### src/lfu_pkg.sv
// lfu_pkg: shared constants for the lfu cache table and its port checker
// fixed field widths, request codes and the capacity reset value
// no dependencies
`default_nettype none

package lfu_pkg;

    localparam int FUNC_W    = 1;
    localparam int KEY_W     = 16;
    localparam int VALUE_W   = 32;
    localparam int CAP_W     = 5;
    localparam int S_TDATA_W = 48;
    localparam int M_TDATA_W = 32;

    localparam logic [FUNC_W-1:0] FUNC_GET = 1'b0;
    localparam logic [FUNC_W-1:0] FUNC_PUT = 1'b1;

    localparam logic [CAP_W-1:0] CAP_RESET = 5'd16;

endpackage

`default_nettype wire

### src/lfu_cache_table.sv
// lfu_cache_table: least-frequently-used key-value table with oldest-touch tie-break
// entries live in one synchronous memory, occupied bits and fill count in flops
// depends on lfu_pkg
//
// usage
//   requests enter on the s_ group: s_tuser holds the operation (get or put),
//   s_tdata the key and the value. a get returns one result on the m_ group:
//   m_tuser holds the hit flag, m_tdata the stored value or all ones on a miss.
//   a put returns nothing. cfg_we / cfg_wdata write the capacity register.
// timing
//   one request at a time. every request reads all entries once to find the
//   key, the eviction candidate and the first free slot; a request that
//   changes the table then reads every entry again in a second pass, writing
//   the target's new word and rewriting the other occupied entries with their
//   updated age. a get hit and a put that stores take both passes, a get miss
//   and a put at capacity zero only the first. a result shows in the same
//   cycle as the next request can be taken.
// reset and stall
//   reset empties the table (occupied bits and fill count cleared, capacity
//   16); no clearing pass is needed. a result waits in the output register;
//   the next request is taken while it waits, and a further get result holds
//   back until the register is free.
`default_nettype none

module lfu_cache_table #(
    parameter int ENTRIES    = 16,
    parameter int KEY_BITS   = 16,
    parameter int VALUE_BITS = 32,
    parameter int COUNT_BITS = 16
) (
    input  wire logic                           clk,
    input  wire logic                           rst_n,
    input  wire logic                           cfg_we,
    input  wire logic [lfu_pkg::CAP_W-1:0]      cfg_wdata,  // capacity
    input  wire logic                           s_tvalid,
    output logic                                s_tready,
    input  wire logic [lfu_pkg::S_TDATA_W-1:0]  s_tdata,    // key[15:0], value[47:16]
    input  wire logic [lfu_pkg::FUNC_W-1:0]     s_tuser,    // func[0]
    output logic                                m_tvalid,
    input  wire logic                           m_tready,
    output logic [lfu_pkg::M_TDATA_W-1:0]       m_tdata,    // read_value[31:0]
    output logic                                m_tuser     // found[0]
);

    localparam int IDX_BITS  = (ENTRIES > 1) ? $clog2(ENTRIES) : 1;
    localparam int AGE_BITS  = IDX_BITS;
    localparam int SWP_BITS  = IDX_BITS + 1;
    localparam int FILL_BITS = $clog2(ENTRIES + 1);
    localparam int CMP_BITS  = (FILL_BITS > lfu_pkg::CAP_W) ? FILL_BITS : lfu_pkg::CAP_W;

    typedef struct packed {
        logic [KEY_BITS-1:0]   key;
        logic [VALUE_BITS-1:0] value;
        logic [COUNT_BITS-1:0] count;
        logic [AGE_BITS-1:0]   age;
    } entry_t;

    typedef enum logic [2:0] {
        S_IDLE,
        S_SCAN,
        S_DECIDE,
        S_UPDATE,
        S_RESULT
    } state_t;

    // entry memory
    entry_t                mem [ENTRIES];
    entry_t                rd_word;
    logic [IDX_BITS-1:0]   mem_raddr;
    logic [IDX_BITS-1:0]   mem_waddr;
    entry_t                mem_wdata;
    logic                  mem_we;

    state_t                state_reg;
    logic [lfu_pkg::CAP_W-1:0] capacity_reg;
    logic [ENTRIES-1:0]    occupied_reg;
    logic [FILL_BITS-1:0]  fill_reg;

    logic [lfu_pkg::FUNC_W-1:0] req_func_reg;
    logic [KEY_BITS-1:0]   req_key_reg;
    logic [VALUE_BITS-1:0] req_value_reg;

    logic [SWP_BITS-1:0]   sweep_reg;
    logic                  rd_valid_reg;
    logic [IDX_BITS-1:0]   rd_idx_reg;

    logic                  hit_found_reg;
    logic [IDX_BITS-1:0]   hit_idx_reg;
    logic [VALUE_BITS-1:0] hit_value_reg;
    logic [COUNT_BITS-1:0] hit_count_reg;
    logic [AGE_BITS-1:0]   hit_age_reg;

    logic                  vic_have_reg;
    logic [IDX_BITS-1:0]   vic_idx_reg;
    logic [COUNT_BITS-1:0] vic_count_reg;
    logic [AGE_BITS-1:0]   vic_age_reg;

    logic                  free_found_reg;
    logic [IDX_BITS-1:0]   free_idx_reg;

    logic [IDX_BITS-1:0]   tgt_idx_reg;
    logic [AGE_BITS-1:0]   tgt_age_reg;
    entry_t                tgt_word_reg;
    logic                  insert_reg;
    logic                  then_result_reg;

    logic                  res_found_reg;
    logic [lfu_pkg::M_TDATA_W-1:0] res_value_reg;

    logic                  m_tvalid_reg;
    logic [lfu_pkg::M_TDATA_W-1:0] m_tdata_reg;
    logic                  m_tuser_reg;

    logic [KEY_BITS-1:0]   key_in;
    logic [VALUE_BITS-1:0] value_in;
    logic                  issue;
    logic                  last_rd;
    logic                  occ_rd;
    logic                  better;
    logic [COUNT_BITS-1:0] hit_count_next;
    logic [AGE_BITS-1:0]   age_next;
    logic [CMP_BITS-1:0]   cap_ext;
    logic [CMP_BITS-1:0]   cap_eff;
    logic                  table_full;
    logic                  cap_zero;
    logic [lfu_pkg::M_TDATA_W-1:0] hit_value_ext;
    logic                  out_free;
    logic                  get_hit;
    logic                  put_insert;

    assign key_in   = KEY_BITS'(s_tdata[lfu_pkg::KEY_W-1:0]);
    assign value_in = VALUE_BITS'(s_tdata[lfu_pkg::KEY_W +: lfu_pkg::VALUE_W]);

    assign issue     = ((state_reg == S_SCAN) || (state_reg == S_UPDATE))
                       && (sweep_reg < SWP_BITS'(ENTRIES));
    assign mem_raddr = sweep_reg[IDX_BITS-1:0];
    assign last_rd   = rd_valid_reg && (rd_idx_reg == IDX_BITS'(ENTRIES - 1));
    assign occ_rd    = occupied_reg[rd_idx_reg];

    assign better = !vic_have_reg || (rd_word.count < vic_count_reg)
                    || ((rd_word.count == vic_count_reg) && (rd_word.age > vic_age_reg));

    assign hit_count_next = (&hit_count_reg) ? hit_count_reg
                                             : hit_count_reg + COUNT_BITS'(1);

    assign age_next = (insert_reg || (rd_word.age < tgt_age_reg))
                      ? rd_word.age + AGE_BITS'(1) : rd_word.age;

    assign cap_ext    = CMP_BITS'(capacity_reg);
    assign cap_eff    = (cap_ext > CMP_BITS'(ENTRIES)) ? CMP_BITS'(ENTRIES) : cap_ext;
    assign table_full = CMP_BITS'(fill_reg) >= cap_eff;
    assign cap_zero   = (capacity_reg == '0);

    assign get_hit    = (req_func_reg == lfu_pkg::FUNC_GET) && hit_found_reg;
    assign put_insert = (req_func_reg == lfu_pkg::FUNC_PUT) && !cap_zero
                        && !hit_found_reg && !table_full;

    assign hit_value_ext = lfu_pkg::M_TDATA_W'($signed(hit_value_reg));
    assign out_free      = !m_tvalid_reg || m_tready;

    // write-back of the second pass: target gets its new word, other occupied entries get their updated age
    always_comb
    begin
        mem_we    = 1'b0;
        mem_waddr = rd_idx_reg;
        mem_wdata = rd_word;
        if ((state_reg == S_UPDATE) && rd_valid_reg)
        begin
            if (rd_idx_reg == tgt_idx_reg)
            begin
                mem_we    = 1'b1;
                mem_wdata = tgt_word_reg;
            end
            else if (occ_rd)
            begin
                mem_we        = 1'b1;
                mem_wdata.age = age_next;
            end
        end
    end

    always_ff @(posedge clk)
    begin
        if (mem_we)
        begin
            mem[mem_waddr] <= mem_wdata;
        end
        rd_word <= mem[mem_raddr];
    end

    always_ff @(posedge clk or negedge rst_n)
    begin
        if (!rst_n)
        begin
            state_reg       <= S_IDLE;
            capacity_reg    <= lfu_pkg::CAP_RESET;
            occupied_reg    <= '0;
            fill_reg        <= '0;
            req_func_reg    <= lfu_pkg::FUNC_GET;
            req_key_reg     <= '0;
            req_value_reg   <= '0;
            sweep_reg       <= '0;
            rd_valid_reg    <= 1'b0;
            rd_idx_reg      <= '0;
            hit_found_reg   <= 1'b0;
            hit_idx_reg     <= '0;
            hit_value_reg   <= '0;
            hit_count_reg   <= '0;
            hit_age_reg     <= '0;
            vic_have_reg    <= 1'b0;
            vic_idx_reg     <= '0;
            vic_count_reg   <= '0;
            vic_age_reg     <= '0;
            free_found_reg  <= 1'b0;
            free_idx_reg    <= '0;
            tgt_idx_reg     <= '0;
            tgt_age_reg     <= '0;
            tgt_word_reg    <= '0;
            insert_reg      <= 1'b0;
            then_result_reg <= 1'b0;
            res_found_reg   <= 1'b0;
            res_value_reg   <= '0;
            m_tvalid_reg    <= 1'b0;
            m_tdata_reg     <= '0;
            m_tuser_reg     <= 1'b0;
        end
        else
        begin
            if (cfg_we)
            begin
                capacity_reg <= cfg_wdata;
            end

            if ((state_reg == S_RESULT) && out_free)
            begin
                m_tvalid_reg <= 1'b1;
            end
            else if (m_tvalid_reg && m_tready)
            begin
                m_tvalid_reg <= 1'b0;
            end

            rd_valid_reg <= issue;
            rd_idx_reg   <= sweep_reg[IDX_BITS-1:0];
            if (issue)
            begin
                sweep_reg <= sweep_reg + SWP_BITS'(1);
            end

            case (state_reg)
                S_IDLE:
                begin
                    if (s_tvalid)
                    begin
                        req_func_reg   <= s_tuser;
                        req_key_reg    <= key_in;
                        req_value_reg  <= value_in;
                        sweep_reg      <= '0;
                        hit_found_reg  <= 1'b0;
                        vic_have_reg   <= 1'b0;
                        free_found_reg <= 1'b0;
                        state_reg      <= S_SCAN;
                    end
                end

                S_SCAN:
                begin
                    if (rd_valid_reg)
                    begin
                        if (occ_rd)
                        begin
                            if (!hit_found_reg && (rd_word.key == req_key_reg))
                            begin
                                hit_found_reg <= 1'b1;
                                hit_idx_reg   <= rd_idx_reg;
                                hit_value_reg <= rd_word.value;
                                hit_count_reg <= rd_word.count;
                                hit_age_reg   <= rd_word.age;
                            end
                            if (better)
                            begin
                                vic_have_reg  <= 1'b1;
                                vic_idx_reg   <= rd_idx_reg;
                                vic_count_reg <= rd_word.count;
                                vic_age_reg   <= rd_word.age;
                            end
                        end
                        else if (!free_found_reg)
                        begin
                            free_found_reg <= 1'b1;
                            free_idx_reg   <= rd_idx_reg;
                        end
                    end
                    if (last_rd)
                    begin
                        state_reg <= S_DECIDE;
                    end
                end

                S_DECIDE:
                begin
                    sweep_reg          <= '0;
                    insert_reg         <= put_insert;
                    then_result_reg    <= get_hit;
                    tgt_word_reg.key   <= req_key_reg;
                    tgt_word_reg.value <= get_hit ? hit_value_reg : req_value_reg;
                    tgt_word_reg.count <= hit_found_reg ? hit_count_next : COUNT_BITS'(1);
                    tgt_word_reg.age   <= '0;
                    if (req_func_reg == lfu_pkg::FUNC_GET)
                    begin
                        if (hit_found_reg)
                        begin
                            tgt_idx_reg   <= hit_idx_reg;
                            tgt_age_reg   <= hit_age_reg;
                            res_found_reg <= 1'b1;
                            res_value_reg <= hit_value_ext;
                            state_reg     <= S_UPDATE;
                        end
                        else
                        begin
                            res_found_reg <= 1'b0;
                            res_value_reg <= '1;
                            state_reg     <= S_RESULT;
                        end
                    end
                    else if (cap_zero)
                    begin
                        state_reg <= S_IDLE;
                    end
                    else if (hit_found_reg)
                    begin
                        tgt_idx_reg <= hit_idx_reg;
                        tgt_age_reg <= hit_age_reg;
                        state_reg   <= S_UPDATE;
                    end
                    else if (table_full)
                    begin
                        tgt_idx_reg <= vic_idx_reg;
                        tgt_age_reg <= vic_age_reg;
                        state_reg   <= S_UPDATE;
                    end
                    else
                    begin
                        tgt_idx_reg                <= free_idx_reg;
                        tgt_age_reg                <= '0;
                        occupied_reg[free_idx_reg] <= 1'b1;
                        fill_reg                   <= fill_reg + FILL_BITS'(1);
                        state_reg                  <= S_UPDATE;
                    end
                end

                S_UPDATE:
                begin
                    if (last_rd)
                    begin
                        state_reg <= then_result_reg ? S_RESULT : S_IDLE;
                    end
                end

                S_RESULT:
                begin
                    if (out_free)
                    begin
                        m_tdata_reg <= res_value_reg;
                        m_tuser_reg <= res_found_reg;
                        state_reg   <= S_IDLE;
                    end
                end

                default:
                begin
                    state_reg <= S_IDLE;
                end
            endcase
        end
    end

    assign s_tready = (state_reg == S_IDLE);
    assign m_tvalid = m_tvalid_reg;
    assign m_tdata  = m_tdata_reg;
    assign m_tuser  = m_tuser_reg;

endmodule

`default_nettype wire

### config.mk
export PLATFORM = sky130hd
export DESIGN_NAME = lfu_cache_table
export DESIGN_NICKNAME = d
export VERILOG_FILES = /design/src/lfu_pkg.sv /design/src/lfu_cache_table.sv
export SDC_FILE = /design/constraint.sdc
export NUM_CORES = 1
export LEC_CHECK = 0
export BUFFER_PORTS_ARGS = -buffer_cell sky130_fd_sc_hd__buf_2
export CORE_AREA = 3 3 343 430
export CTS_CLUSTER_SIZE = 14
export DETAILED_ROUTE_END_ITERATION = 10
export DIE_AREA = 0 0 346 433
export GPL_TIMING_DRIVEN = 0
export PLACE_DENSITY = 0.56
export RECOVER_POWER = 100
export SLEW_MARGIN = 25
export SYNTH_ARGS = -nofsm -noshare
export SYNTH_HDL_FRONTEND = slang
export SYNTH_SLANG_ARGS = --single-unit
### constraint.sdc
create_clock -name clk -period 13.5 [get_ports clk]
set_clock_uncertainty 0.2 [all_clocks]
set_input_delay 2.7 -clock clk [delete_from_list [all_inputs] [get_ports clk]]
set_output_delay 2.7 -clock clk [all_outputs]
set_load 0.005 [all_outputs]
==> results.md <==
* Fillers at 12,617
* Worst-path clk slew at 0.06 ns
* Area contributors post-synth: edfxtp_1, dfrtp_1, mux4_2, mux2_2, mux2i_1
* Share of layout cells above drive strength 1 at 18.2%
* Largest net degree at the start of global routing at 87
* Full die area at 150,000 sq um
* Actual slew at the worst max-slew pin at 3.12 ns
* Ports at 94
* Hold/Removal Path Class: reg -> reg
* Relative slew slack at -108%
* Initial Util at 39.9%
* Async set-or-reset flop fraction in the synthesized netlist at 21.5%
* Setup CP Type: reg -> reg
* Mapped Avg Cell Area at 17.5 sq um
* YS warnings at 0
* DP HPWL at 102 mm
* Worst vdd ir at 0.136 mV
* Residual DRC at 0
* Seq/Total Area, Yosys at 73.1%
* Global route overflow at 0
* Synth top area share at 56.9%
* First-pass GRT wire length at 221 mm
* Setup-failing EPs final at 0
* Maxcap violations at 12
* Failing checks: max-capacitance violations, max-slew violations
* CTS Sinks at 1,472
* Row count at 156
* Initial antenna violation count at 3
* Hold_buf cts at 0
* Max-slew violation count at 189
* Placed cell count at 5,389
* Yosys reg bits at 1,472
* Port bufs at 93
* Most frequent cell after synthesis: edfxtp_1
* Status: finished, violations left
* Pre-antenna DRT Iters at 6
* Post-route minimum period at 7.91 ns
* Post-synth cell types at 61
* Via count at 31,102
* Post-Synthesis Cells at 3,284
* Critical path required time at 13.69 ns
* Dpl cell area at 62,400 sq um
* CTS tree: built
* Max reg flops at 1,088
* CP startpoint kind: flip-flop
* NumNets Final at 3,735
* RSZ-0062 raised after global routing: no
* Final wirelength at 151 mm
* Vias in the first global route at 31,827
* Clock Path Buffers at 3
* CTS buffer count at 149
* Layout area overhead at 14.1%
* Worst EP arrival at 8.10 ns
* Fin. Hold Viols at 0
* Die Y at 433 um
* Pwr per Cell Area at 221 nW/um^2
* Post-CTS setup buffers at 0
* Worst skew pair latency at 0.79 ns
* P_leak at 23.3 nW
* Synth cell count leaders: edfxtp_1, dfrtp_1, mux2_2
* Vias per inst at 5.49
* Crit. End Element: flip-flop
* Ys flop type: edfxtp_1
* Worst Path Max Fanout at 13
* Mapped Area at 57,400 sq um
* Overall die width at 346 um
* Final core utilization at 45.5%
* Fin area at 65,500 sq um
* Post-DRT Antenna Nets at 0
* Finished Layout Cells at 5,665
* Tcrit/Tclk final at 58.6%
* DR iter-0 viols at 2,568
* Core ar. at 144,000 sq um
* Synth area leader: edfxtp_1
* Root buffer cell: clkbuf_16
* Gr usage total at 20.2%
* CTS resizes at 0
* Max Clock Freq at 126 MHz
* # H-tree levels at 4
* Routed WL per cell at 26.6 um
* Syn_nets at 3,375
* Pwr Total at 14.5 mW
* Post-synth EDFFs at 1,088
* Placer Congestion at 0.792
==> metrics by stage <==
step | hold slack, ns | setup WS, ns | TNS (ns)
6_report | 0.210 | 5.59 | 0
2_1_floorplan | 0.173 | 6.32 | 0
3_3_place_gp | 0.187 | -2.43 | -427.76
5_1_grt | 0.238 | 5.12 | 0
4_1_cts | 0.207 | 8.79 | 0
3_5_place_dp | 0.195 | 8.11 | 0
==> metal layers <==
metal  share of wire [%]  up-vias  track usage (%)
li1                    -    13592                -
met1                  42    16331             26.6
met2                  50      938             34.2
met3                 6.1      237             3.89
met4                 2.4        4             5.90
met5               0.023        -                0
==> power by group <==
part           switching (mW)  internal, mW  leakage, nW
registers               0.334          6.08         14.3
logic                    2.58          1.41         6.62
clock network            1.79          2.30         2.38
total                    4.71          9.79         23.3
==> path summary, 6_finish.rpt <==
check                             start           endpoint  slack, ns  cells past startpoint
min in group asynchronous         rst_n         m_tdata[6]       2.48                      1
max reg2reg                mem_waddr[3]         mem[9][40]       5.59                     11
max in group asynchronous         rst_n  req_value_reg[22]       6.70                      2
max                        mem_waddr[3]         mem[9][40]       5.59                     11
min reg2reg                sweep_reg[2]       mem_waddr[2]       0.21                      0
min                        sweep_reg[2]       mem_waddr[2]       0.21                      0
==> area by class of cell <==
cell class                      instances  area [sq um]  share of cell area, %
Timing Repair Buffer                  209           952                   1.45
Multi-Input combinational cell       1604         14500                   22.2
Sequential cell                      1472         41900                   64.0
Antenna cell                            2          5.00                0.00764
Buffer                                176           696                   1.06
Clock buffer                          207          4180                   6.38
Tap cell                             1896          2370                   3.62
Inverter                               32           120                  0.183
Clock inverter                         67           699                   1.07
==> cell families (layout without fill, tap and decap cells) <==
| family | after synthesis | in the layout | synth area share, % |
|---|---|---|---|
| compound gates | 511 | 511 | 5.77 |
| xor+xnor | 37 | 37 | 0.564 |
| fa+ha+maj | 32 | 32 | 0.697 |
| buf+inv | 208 | 691 | 1.45 |
| flops | 1472 | 1472 | 73.1 |
| mux | 691 | 691 | 15.9 |
| other cells | 0 | 2 | 0 |
| simple gates | 333 | 333 | 2.51 |
==> worst max-delay path, cell delays in order (launching register included) <==
cell and delay (ns):
dfrtp_1 0.39, clkbuf_1 0.36, clkbuf_1 0.53, xnor2_1 0.19, nand4_1 0.22, nor2_1 1.12
a21oi_1 0.09, or3_1 0.45, nor2_1 1.26, clkbuf_1 0.81, clkbuf_1 0.77, clkbuf_1 1.08
==> layout by cell type (no fill, tap or decap), types with 68 or more instances in the layout <==
cell       synthesis  layout
dfrtp_1          315     315
dfxtp_1           68      68
o21ai_0          163     164
buf_2             19      89
nor2_1            69      69
nand2_1          182     182
mux4_2           140     140
mux2_2           273     209
mux2i_1          249     249
a221oi_1          68      68
mux2_1             0      90
a22oi_1           68      68
clkbuf_16          0     150
a21oi_1          116     116
clkbuf_1         116     307
edfxtp_1        1088    1088
Note: power is estimated with default switching activity, not from simulation.
